--- src/rtl/ste_pkg.sv ---
// Shared constants, types and request/result records for the session table.
package ste_pkg;

	localparam int SLOTS      = 8;
	localparam int IW         = (SLOTS > 1) ? $clog2(SLOTS) : 1;
	localparam int CNT_W      = $clog2(SLOTS + 1);
	localparam int TOKEN_W    = 64;
	localparam int TIME_W     = 32;
	localparam int ROLE_W     = 2;
	localparam int FUNC_W     = 2;
	localparam int SLOT_IDX_W = 6;

	localparam logic [TIME_W-1:0] TIMEOUT_RESET = 32'd1800000;

	typedef enum logic [FUNC_W-1:0] {
		FUNC_CREATE  = 2'd0,
		FUNC_CHECK   = 2'd1,
		FUNC_DESTROY = 2'd2
	} func_t;

	// One stored session; the valid bit lives outside the memory.
	typedef struct packed {
		logic [TOKEN_W-1:0] token_hi;
		logic [TOKEN_W-1:0] token_lo;
		logic [ROLE_W-1:0]  role;
		logic [TIME_W-1:0]  expiry;
	} entry_t;

	localparam int ENTRY_W = $bits(entry_t);

	typedef struct packed {
		logic [FUNC_W-1:0]  func;
		logic [TIME_W-1:0]  now;
		logic [TOKEN_W-1:0] token_hi;
		logic [TOKEN_W-1:0] token_lo;
		logic [ROLE_W-1:0]  new_role;
		logic [ROLE_W-1:0]  need_role;
	} req_t;

	typedef struct packed {
		logic [ROLE_W-1:0]     role_out;
		logic                  allowed;
		logic                  hit;
		logic [SLOT_IDX_W-1:0] slot_index;
		logic                  evicted;
	} res_t;

endpackage

--- src/rtl/ste_ram.sv ---
// Generic single-write, single-read RAM with registered read data.
module ste_ram #(
	parameter int WIDTH = 8,
	parameter int DEPTH = 8,
	parameter int AW    = (DEPTH > 1) ? $clog2(DEPTH) : 1
) (
	input  logic             clk,
	input  logic             we,
	input  logic [AW-1:0]    waddr,
	input  logic [WIDTH-1:0] wdata,
	input  logic [AW-1:0]    raddr,
	output logic [WIDTH-1:0] rdata
);

	logic [WIDTH-1:0] mem [DEPTH];

	always_ff @(posedge clk) begin
		if (we) begin
			mem[waddr] <= wdata;
		end
		rdata <= mem[raddr];
	end

endmodule

--- src/rtl/ste_engine.sv ---
// Sequencer: scans every slot through the entry memory, then updates at most one slot.
module ste_engine (
	input  logic                     clk,
	input  logic                     arst_n,
	input  logic                     in_valid,
	output logic                     in_stall,
	input  ste_pkg::req_t            req,
	input  logic [ste_pkg::TIME_W-1:0] timeout,
	output logic                     res_valid,
	output ste_pkg::res_t            res,
	input  logic                     res_take
);
	import ste_pkg::*;

	typedef enum logic [1:0] {
		ST_IDLE,
		ST_SCAN,
		ST_WRITE,
		ST_DONE
	} state_t;

	state_t             state_q;
	logic [CNT_W-1:0]   issue_cnt_q;
	logic               rd_vld_s1;
	logic [IW-1:0]      idx_s1;
	logic [SLOTS-1:0]   slot_valid_q;
	logic               free_found_q;
	logic               min_found_q;
	logic               hit_q;
	logic               res_valid_q;
	res_t               res_q;

	req_t               req_q;
	logic [TIME_W-1:0]  fresh_q;
	logic [IW-1:0]      free_idx_q;
	logic [IW-1:0]      min_idx_q;
	logic [TIME_W-1:0]  min_exp_q;
	logic [IW-1:0]      m_idx_q;
	logic [TIME_W-1:0]  m_exp_q;
	logic [ROLE_W-1:0]  m_role_q;

	logic [ENTRY_W-1:0] rdata;
	entry_t             ent_rd;
	logic               accept;
	logic               issuing;
	logic               scan_proc;
	logic               is_create;
	logic               is_lookup;
	logic               cur_valid;
	logic               cur_expired;
	logic               cur_live;
	logic               take_free;
	logic               take_min;
	logic               take_match;

	logic               ram_we;
	logic [IW-1:0]      ram_waddr;
	entry_t             ram_wdata;
	logic               wr_set;
	logic               wr_clr;
	logic [IW-1:0]      wr_idx;
	res_t               res_d;
	logic [IW-1:0]      pick;
	logic               m_expired;

	assign in_stall  = (state_q != ST_IDLE);
	assign accept    = in_valid && (state_q == ST_IDLE);
	assign issuing   = (state_q == ST_SCAN) && (issue_cnt_q < CNT_W'(SLOTS));
	assign scan_proc = (state_q == ST_SCAN) && rd_vld_s1;
	assign res_valid = res_valid_q;
	assign res       = res_q;

	ste_ram #(
		.WIDTH (ENTRY_W),
		.DEPTH (SLOTS)
	) u_entries (
		.clk   (clk),
		.we    (ram_we),
		.waddr (ram_waddr),
		.wdata (ram_wdata),
		.raddr (issue_cnt_q[IW-1:0]),
		.rdata (rdata)
	);

	// Per-slot evaluation of the entry that just came out of the memory.
	always_comb begin
		ent_rd      = entry_t'(rdata);
		is_create   = (req_q.func == FUNC_CREATE);
		is_lookup   = (req_q.func == FUNC_CHECK) || (req_q.func == FUNC_DESTROY);
		cur_valid   = slot_valid_q[idx_s1];
		cur_expired = req_q.now > ent_rd.expiry;
		cur_live    = cur_valid && !cur_expired;
		take_free   = scan_proc && is_create && !cur_live && !free_found_q;
		take_min    = scan_proc && is_create && cur_live &&
		              (!min_found_q || (ent_rd.expiry < min_exp_q));
		take_match  = scan_proc && is_lookup && cur_valid && !hit_q &&
		              (ent_rd.token_hi == req_q.token_hi) &&
		              (ent_rd.token_lo == req_q.token_lo);
	end

	// Write-back decision, used in the write state only.
	always_comb begin
		pick      = free_found_q ? free_idx_q : min_idx_q;
		m_expired = req_q.now > m_exp_q;
		ram_we    = 1'b0;
		ram_waddr = pick;
		ram_wdata = '{token_hi: req_q.token_hi, token_lo: req_q.token_lo,
		              role: req_q.new_role, expiry: fresh_q};
		wr_set    = 1'b0;
		wr_clr    = 1'b0;
		wr_idx    = pick;
		res_d     = '0;
		case (req_q.func)
			FUNC_CREATE: begin
				ram_we           = 1'b1;
				wr_set           = 1'b1;
				res_d.slot_index = SLOT_IDX_W'(pick);
				res_d.evicted    = !free_found_q;
			end
			FUNC_CHECK: begin
				ram_waddr      = m_idx_q;
				ram_wdata.role = m_role_q;
				wr_idx         = m_idx_q;
				if (hit_q) begin
					res_d.hit        = 1'b1;
					res_d.slot_index = SLOT_IDX_W'(m_idx_q);
					if (m_expired) begin
						wr_clr = 1'b1;
					end else begin
						ram_we         = 1'b1;
						res_d.role_out = m_role_q;
					end
				end
				res_d.allowed = (res_d.role_out >= req_q.need_role);
			end
			FUNC_DESTROY: begin
				wr_idx = m_idx_q;
				if (hit_q) begin
					wr_clr           = 1'b1;
					res_d.hit        = 1'b1;
					res_d.slot_index = SLOT_IDX_W'(m_idx_q);
				end
			end
			default: begin
				res_d = '0;
			end
		endcase
		if (state_q != ST_WRITE) begin
			ram_we = 1'b0;
			wr_set = 1'b0;
			wr_clr = 1'b0;
		end
	end

	always_ff @(posedge clk or negedge arst_n) begin
		if (!arst_n) begin
			state_q      <= ST_IDLE;
			issue_cnt_q  <= '0;
			rd_vld_s1    <= 1'b0;
			slot_valid_q <= '0;
			free_found_q <= 1'b0;
			min_found_q  <= 1'b0;
			hit_q        <= 1'b0;
			res_valid_q  <= 1'b0;
			res_q        <= '0;
		end else begin
			case (state_q)
				ST_IDLE: begin
					if (in_valid) begin
						state_q      <= ST_SCAN;
						issue_cnt_q  <= '0;
						rd_vld_s1    <= 1'b0;
						free_found_q <= 1'b0;
						min_found_q  <= 1'b0;
						hit_q        <= 1'b0;
					end
				end
				ST_SCAN: begin
					rd_vld_s1 <= issuing;
					if (issuing) begin
						issue_cnt_q <= issue_cnt_q + 1'b1;
					end
					if (scan_proc && is_create && cur_valid && cur_expired) begin
						slot_valid_q[idx_s1] <= 1'b0;
					end
					if (take_free) begin
						free_found_q <= 1'b1;
					end
					if (take_min) begin
						min_found_q <= 1'b1;
					end
					if (take_match) begin
						hit_q <= 1'b1;
					end
					if (scan_proc && (idx_s1 == IW'(SLOTS - 1))) begin
						state_q <= ST_WRITE;
					end
				end
				ST_WRITE: begin
					if (wr_set) begin
						slot_valid_q[wr_idx] <= 1'b1;
					end
					if (wr_clr) begin
						slot_valid_q[wr_idx] <= 1'b0;
					end
					res_q       <= res_d;
					res_valid_q <= 1'b1;
					state_q     <= ST_DONE;
				end
				ST_DONE: begin
					if (res_take) begin
						res_valid_q <= 1'b0;
						state_q     <= ST_IDLE;
					end
				end
				default: begin
					state_q <= ST_IDLE;
				end
			endcase
		end
	end

	// Request and scan payload; no reset needed.
	always_ff @(posedge clk) begin
		if (accept) begin
			req_q   <= req;
			fresh_q <= req.now + timeout;
		end
		idx_s1 <= issue_cnt_q[IW-1:0];
		if (take_free) begin
			free_idx_q <= idx_s1;
		end
		if (take_min) begin
			min_idx_q <= idx_s1;
			min_exp_q <= ent_rd.expiry;
		end
		if (take_match) begin
			m_idx_q  <= idx_s1;
			m_exp_q  <= ent_rd.expiry;
			m_role_q <= ent_rd.role;
		end
	end

endmodule

--- src/rtl/session_table_with_expiry.sv ---
// Session table with expiry: top level with timeout register and result register.
//
// Use: present a request on in_valid with func, now, token_hi/token_lo,
// new_role and need_role; it is taken at a rising edge with in_valid high and
// in_stall low. func selects create (store the token in the lowest free slot
// after dropping expired slots, or evict the slot with the smallest expiry),
// check (look the token up, refresh or drop it, report its role) or destroy.
// Exactly one result leaves on out_valid for every request, in order.
// The scan reads one slot a cycle through the single read port of the entry
// memory; a write-back state and the hand-over follow it.
// One request is in work at a time; in_stall is high while it is.
// A finished result waits in the output register while out_stall is high;
// the next request is still taken and scanned, and its hand-over holds until
// the output register frees.
// Reset clears every slot valid bit, empties the pipeline and loads the
// timeout register with 1800000 ticks; no memory clearing pass is run.
// timeout_we/timeout_wdata write the session lifetime; the user must write it
// only while the block is idle, as the block itself does not enforce this.
module session_table_with_expiry (
	input  logic                            clk,
	input  logic                            arst_n,
	input  logic                            timeout_we,
	input  logic [ste_pkg::TIME_W-1:0]      timeout_wdata,
	input  logic                            in_valid,
	output logic                            in_stall,
	input  logic [ste_pkg::FUNC_W-1:0]      func,
	input  logic [ste_pkg::TIME_W-1:0]      now,
	input  logic [ste_pkg::TOKEN_W-1:0]     token_hi,
	input  logic [ste_pkg::TOKEN_W-1:0]     token_lo,
	input  logic [ste_pkg::ROLE_W-1:0]      new_role,
	input  logic [ste_pkg::ROLE_W-1:0]      need_role,
	output logic                            out_valid,
	input  logic                            out_stall,
	output logic [ste_pkg::ROLE_W-1:0]      role_out,
	output logic                            allowed,
	output logic                            hit,
	output logic [ste_pkg::SLOT_IDX_W-1:0]  slot_index,
	output logic                            evicted
);
	import ste_pkg::*;

	logic [TIME_W-1:0] timeout_q;
	req_t              req;
	logic              res_valid;
	res_t              res;
	logic              res_take;
	logic              out_valid_q;
	res_t              out_q;

	// Bundle the request fields for the sequencer.
	assign req = '{func: func, now: now, token_hi: token_hi, token_lo: token_lo,
	              new_role: new_role, need_role: need_role};

	// Take a finished result whenever the output register is empty or draining.
	assign res_take = res_valid && (!out_valid_q || !out_stall);

	ste_engine u_engine (
		.clk       (clk),
		.arst_n    (arst_n),
		.in_valid  (in_valid),
		.in_stall  (in_stall),
		.req       (req),
		.timeout   (timeout_q),
		.res_valid (res_valid),
		.res       (res),
		.res_take  (res_take)
	);

	// Hold the session lifetime.
	always_ff @(posedge clk or negedge arst_n) begin
		if (!arst_n) begin
			timeout_q <= TIMEOUT_RESET;
		end else if (timeout_we) begin
			timeout_q <= timeout_wdata;
		end
	end

	// Output register: load on take, drop valid once the receiver has it.
	always_ff @(posedge clk or negedge arst_n) begin
		if (!arst_n) begin
			out_valid_q <= 1'b0;
		end else if (res_take) begin
			out_valid_q <= 1'b1;
		end else if (!out_stall) begin
			out_valid_q <= 1'b0;
		end
	end

	always_ff @(posedge clk) begin
		if (res_take) begin
			out_q <= res;
		end
	end

	assign out_valid  = out_valid_q;
	assign role_out   = out_q.role_out;
	assign allowed    = out_q.allowed;
	assign hit        = out_q.hit;
	assign slot_index = out_q.slot_index;
	assign evicted    = out_q.evicted;

endmodule
--- config.mk ---
export PLATFORM = sky130hd
export DESIGN_NAME = session_table_with_expiry
export DESIGN_NICKNAME = d
export VERILOG_FILES = /design/src/rtl/ste_pkg.sv /design/src/rtl/ste_ram.sv /design/src/rtl/ste_engine.sv /design/src/rtl/session_table_with_expiry.sv
export SDC_FILE = /design/constraint.sdc
export NUM_CORES = 2
export LEC_CHECK = 0
export BUFFER_PORTS_ARGS = -buffer_cell sky130_fd_sc_hd__buf_2
export CAP_MARGIN = 20
export CORE_MARGIN = 2
export CORE_UTILIZATION = 35
export CTS_CLUSTER_SIZE = 40
export DETAILED_ROUTE_END_ITERATION = 10
export PLACE_DENSITY = 0.59
export SYNTH_ARGS = -nofsm -noshare
export SYNTH_HDL_FRONTEND = slang
export SYNTH_SLANG_ARGS = --single-unit
--- constraint.sdc ---
create_clock -name clk -period 13.1 [get_ports clk]
set_input_delay 0 -clock clk [delete_from_list [all_inputs] [get_ports clk]]
set_output_delay 0 -clock clk [all_outputs]
set_load 0.1 [all_outputs]
==> summary by stage <==
Global route
For this run, the total global-route usage over all layers was measured as 15.6%. The busiest layer in global routing is met2. The first-pass GRT wire length is 229 mm. Entering global routing, the biggest net connects approximately 130 pins. The via count of the first global-routing pass was 34.9k. The number of antenna violations at the first check in global routing is 4. The global routing met3 resource utilization is ~2.6%. The met1 capacity usage during global routing is a little over a fifth. In the global route stage, met2 resource usage came out at 25.5%.

For this run the aggregate overflow at the end of global routing stands at 0.

STA
The final period utilization is around 40%. Setup repair after global routing left no endpoint under its margin. The number of slew-limit violations in the final report is 0. Setup violations remaining at the end of the flow were counted as 0.

The headroom to the max-slew limit is a little under a third. The setup clock skew after layout is 46.6 ps. The sum of negative setup slack is 0 ps. The measured slew at the worst slew-check pin is between 1000 and 1500 ps.

Static timing analysis puts the maximum clock frequency at 0.190 GHz. The shortest period the worst path allows is 5260 ps. The final hold violation count came to 0. The worst hold margin is between 60 and 70 ps.

Route
The number of DRC markers in iteration 0 is between 2k and 3k. The first-pass detailed-route iteration total is 5. The number of antenna-violating nets in the routed design is 0.

The ratio of routed vias to standard cells is 4.88. Detailed routing inserted a total of 33.7k vias. Dividing the detail-routed wire length by the instance count gives between 20 and 25 µm. The DRC violations left is 0. The total wirelength of the detailed-routed design is between 150 and 200 mm.

Yosys
The top-area cell type share of the netlist area is 68.9%. The distinct cell type count after synthesis is 73. For this run, the number of Yosys warnings is 0.

After synthesis, flip-flops and latches occupy about three quarters of the total area. Summing every instance area after synthesis gives ~70000 µm². The most common cell in the synthesized netlist is sky130_fd_sc_hd__edfxtp_1. The library cell occupying the most area in the post-synthesis netlist is sky130_fd_sc_hd__edfxtp_1. The average size of a mapped cell is 20.4 µm². After synthesis, the most frequently instantiated cells are sky130_fd_sc_hd__edfxtp_1, sky130_fd_sc_hd__mux4_2, sky130_fd_sc_hd__mux2_2. Synthesis produced a netlist whose cell count is between 3k and 4k. In this run, synthesis produced a sequential element count of approximately 1.8k. After synthesis, the share of flip-flops with an asynchronous set or reset is 3.33%. The count of flip-flops with a built-in enable after synthesis is approximately 1.6k.

Ranked by total cell area, the synthesized netlist is headed by sky130_fd_sc_hd__edfxtp_1, sky130_fd_sc_hd__mux4_2, sky130_fd_sc_hd__dfxtp_1. The predominant post-synthesis flop cell is sky130_fd_sc_hd__edfxtp_1.

Floorplanning
For this configuration, the core starts out at a cell density of between 30% and 40%. From left edge to right edge, the die measures ~450 µm. Row generation in the floorplan step produced roughly 160 rows.

The die area is ~200000 µm². The height of the die is approximately 450 µm. The count of pins on the block boundary is between 200 and 250. The placeable core region is approximately 190000 µm².

Power and ir drop
Summed over all cells, the static leakage comes to 28.2 nW. The total power divided by cell area is approximately 190 nW/µm². The worst voltage drop across the vdd grid is between 0.00015 and 0.0002 V.

Clocking
The tree is rooted in a sky130_fd_sc_hd__clkbuf_16. The H-tree generated during clock tree synthesis spans 4 levels. The TritonCTS buffer count is around 180.

The number of instances resized during post-cts repair is 0. Clock-pin slew was measured on the worst setup and hold paths at around 60 ps. The latest clock arrival within the worst-skew pair is 820 ps. The clock passes through at most 3 buffers. After clock tree synthesis, the flow added hold-fix buffers numbering about 430. In this run the post-CTS setup repair buffer count came out at 0.

TritonCTS built the clock tree. For this design, the sink count on the clock tree is between 1.5k and 2k.

Place
Summing all placed instances gives a cell area of 73100 µm². The count of input and output buffers is 212. The congestion estimate from routability-driven global placement came to approximately 0.8. The wire-length estimate of the detail-placed layout is 88.6 mm. In this run, placement finished with an instance count of 6122.

Final layout
The final design utilization is 42.8%. The post-synthesis to final-layout area growth is 21.6%. The finished cells cover 83500 µm². The post-route netlist has 25.7% of its cells at a drive strength greater than 1.

After filler insertion, the fill cell instance count of the layout stands at 17.1k. The area of the multi-input gates is between 15000 and 20000 µm². The net count of the finished layout is approximately 4.5k.

The count of placed standard cells in the final layout, fillers left out is approximately 6.9k. The area used by sequential logic in the layout is about 52000 µm².

Min path
The path type of the worst min-delay path is in -> reg. The cell depth of the worst min-delay path is 2.

Worst setup path
STA classifies the critical path endpoint as a flop. STA classifies the critical path startpoint as a flop. The delay contributed by the slowest stage of the critical path is 890 ps.

The data arrival time of the critical path is between 5000 and 6000 ps. STA puts the critical path data required time at about 14000 ps. The slowest stage of the critical path belongs to the cell sky130_fd_sc_hd__buf_4. Counting cells, the worst reg-to-reg path comes to 12. The kind of cell adding the most delay to the critical path is compound AO/OA/AOI/OAI gates.

The setup path with the least slack is of type reg -> reg. Counting both buffers and inverters, the worst setup path holds a total of 2. In this run the number of cells on the critical path is 12. The critical path goes through ha_1, a21oi_1, a2bb2oi_1, o31ai_1, a2111o_1, a211oi_1, o21ai_0, nand2_1, a31oi_1, nor3_2, buf_12, buf_4. The largest driver fanout on the critical path is ~110.

Run
The count of maximum capacitance violations is 0.

Run status
The run finished with clean final reports.
## state kept, by name, indices dropped and copies added (netlist names), 3 cells and up
signal and count:
u_engine.min_exp_q 32, timeout_q 32, u_engine.ram_wdata 128, u_engine.idx_s1 3
u_engine.slot_valid_q 8, u_engine.u_entries.rdata 162, u_engine.free_idx_q 3, u_engine.min_idx_q 3
slot_index 3, u_engine.m_exp_q 32, u_engine.m_idx_q 3, u_engine.issue_cnt_q 4
u_engine.u_entries.mem 1296, u_engine.res 8, u_engine.req_q 38, u_engine.fresh_q 32
## cells in the final DEF, fill, tap and decap left out, types with 25 or more instances in the layout
| cell | n |
|---|---|
| sky130_fd_sc_hd__a21o_1 | 40 |
| sky130_fd_sc_hd__a21oi_1 | 57 |
| sky130_fd_sc_hd__buf_2 | 211 |
| sky130_fd_sc_hd__buf_4 | 27 |
| sky130_fd_sc_hd__clkbuf_1 | 49 |
| sky130_fd_sc_hd__clkbuf_16 | 184 |
| sky130_fd_sc_hd__clkbuf_8 | 31 |
| sky130_fd_sc_hd__clkinv_2 | 31 |
| sky130_fd_sc_hd__dfrtp_1 | 46 |
| sky130_fd_sc_hd__dfxtp_1 | 165 |
| sky130_fd_sc_hd__dlygate4sd3_1 | 431 |
| sky130_fd_sc_hd__edfxtp_1 | 1577 |
| sky130_fd_sc_hd__ha_1 | 137 |
| sky130_fd_sc_hd__inv_1 | 148 |
| sky130_fd_sc_hd__mux2_2 | 201 |
| sky130_fd_sc_hd__mux4_2 | 325 |
| sky130_fd_sc_hd__nand2_1 | 41 |
| sky130_fd_sc_hd__nor2_1 | 43 |
| sky130_fd_sc_hd__nor4_1 | 27 |
| sky130_fd_sc_hd__o21ai_0 | 53 |
| sky130_fd_sc_hd__xnor2_1 | 25 |
| sky130_fd_sc_hd__xor2_1 | 108 |
## worst paths after layout
check,startpoint,to,slack [ps]
worst max-delay path,u_engine.req_q[153]$_DFFE_PP_,u_engine.u_entries.mem[3][78]$_DFFE_PP_,7840
worst max register to register,u_engine.req_q[153]$_DFFE_PP_,u_engine.u_entries.mem[3][78]$_DFFE_PP_,7840
worst min register to register,u_engine.u_entries.rdata[32]$_DFF_P_,u_engine.m_role_q[0]$_DFFE_PP_,400
worst min-delay path,token_lo[35],u_engine.ram_wdata[69]$_DFFE_PP_,70
max in group asynchronous,arst_n,u_engine.issue_cnt_q[1]$_DFFE_PN0P_,12380
min in group asynchronous,arst_n,timeout_q[12]$_DFFE_PN1P_,370
## worst register-to-register path: stages, from the launching register on
cell	delay, ps
sky130_fd_sc_hd__edfxtp_1	400
sky130_fd_sc_hd__ha_1	310
sky130_fd_sc_hd__a21oi_1	140
sky130_fd_sc_hd__a2bb2oi_1	240
sky130_fd_sc_hd__o31ai_1	110
sky130_fd_sc_hd__a2111o_1	350
sky130_fd_sc_hd__a211oi_1	660
sky130_fd_sc_hd__o21ai_0	340
sky130_fd_sc_hd__nand2_1	210
sky130_fd_sc_hd__a31oi_1	240
sky130_fd_sc_hd__nor3_2	260
sky130_fd_sc_hd__buf_12	640
sky130_fd_sc_hd__buf_4	970
## logic make-up after synthesis
| logic type | count (synthesis) | share of synthesized area [%] |
|---|---|---|
| XOR/XNOR | 133 | 1.70 |
| flip-flops | 1802 | 75.9 |
| buffers and inverters | 261 | 1.47 |
| adder cells (fa/ha/maj) | 138 | 2.52 |
| multiplexers | 533 | 14.0 |
| AO/OA/AOI/OAI | 264 | 2.59 |
| other | 1 | 0.00546 |
| AND/OR/NAND/NOR | 228 | 1.73 |
## final cells by class
cell class / instances / share of cell area [%]
diodes: 4 / 0.0120
clock buffers: 264 / 6.24
clock inverters: 79 / 1.07
inverters: 149 / 0.670
multi-input cells: 1299 / 18.7
flip-flops and latches: 1802 / 62.5
well taps: 2624 / 3.93
repair buffers: 680 / 6.94
## through the flow
stage,setup WS (ps),power (mW)
2_1_floorplan,-1020,9.88
3_3_place_gp,7830,10.9
3_5_place_dp,7810,11.0
4_1_cts,7800,16.4
5_1_grt,7520,16.9
6_report,7840,16.1
## metal layers
layer	wire [µm]	share of wire [%]
met1	70500	45
met2	75400	48
met3	7020	4.5
met4	2840	1.8
met5	0	0
## report_power, final
group	internal, mW	leakage [nW]	switching, mW
clock	3.04	3.00	2.20
combinational	1.55	8.89	1.72
sequential	7.06	16.3	0.555
total	11.7	28.2	4.48
(Power assumes the default switching activity.)
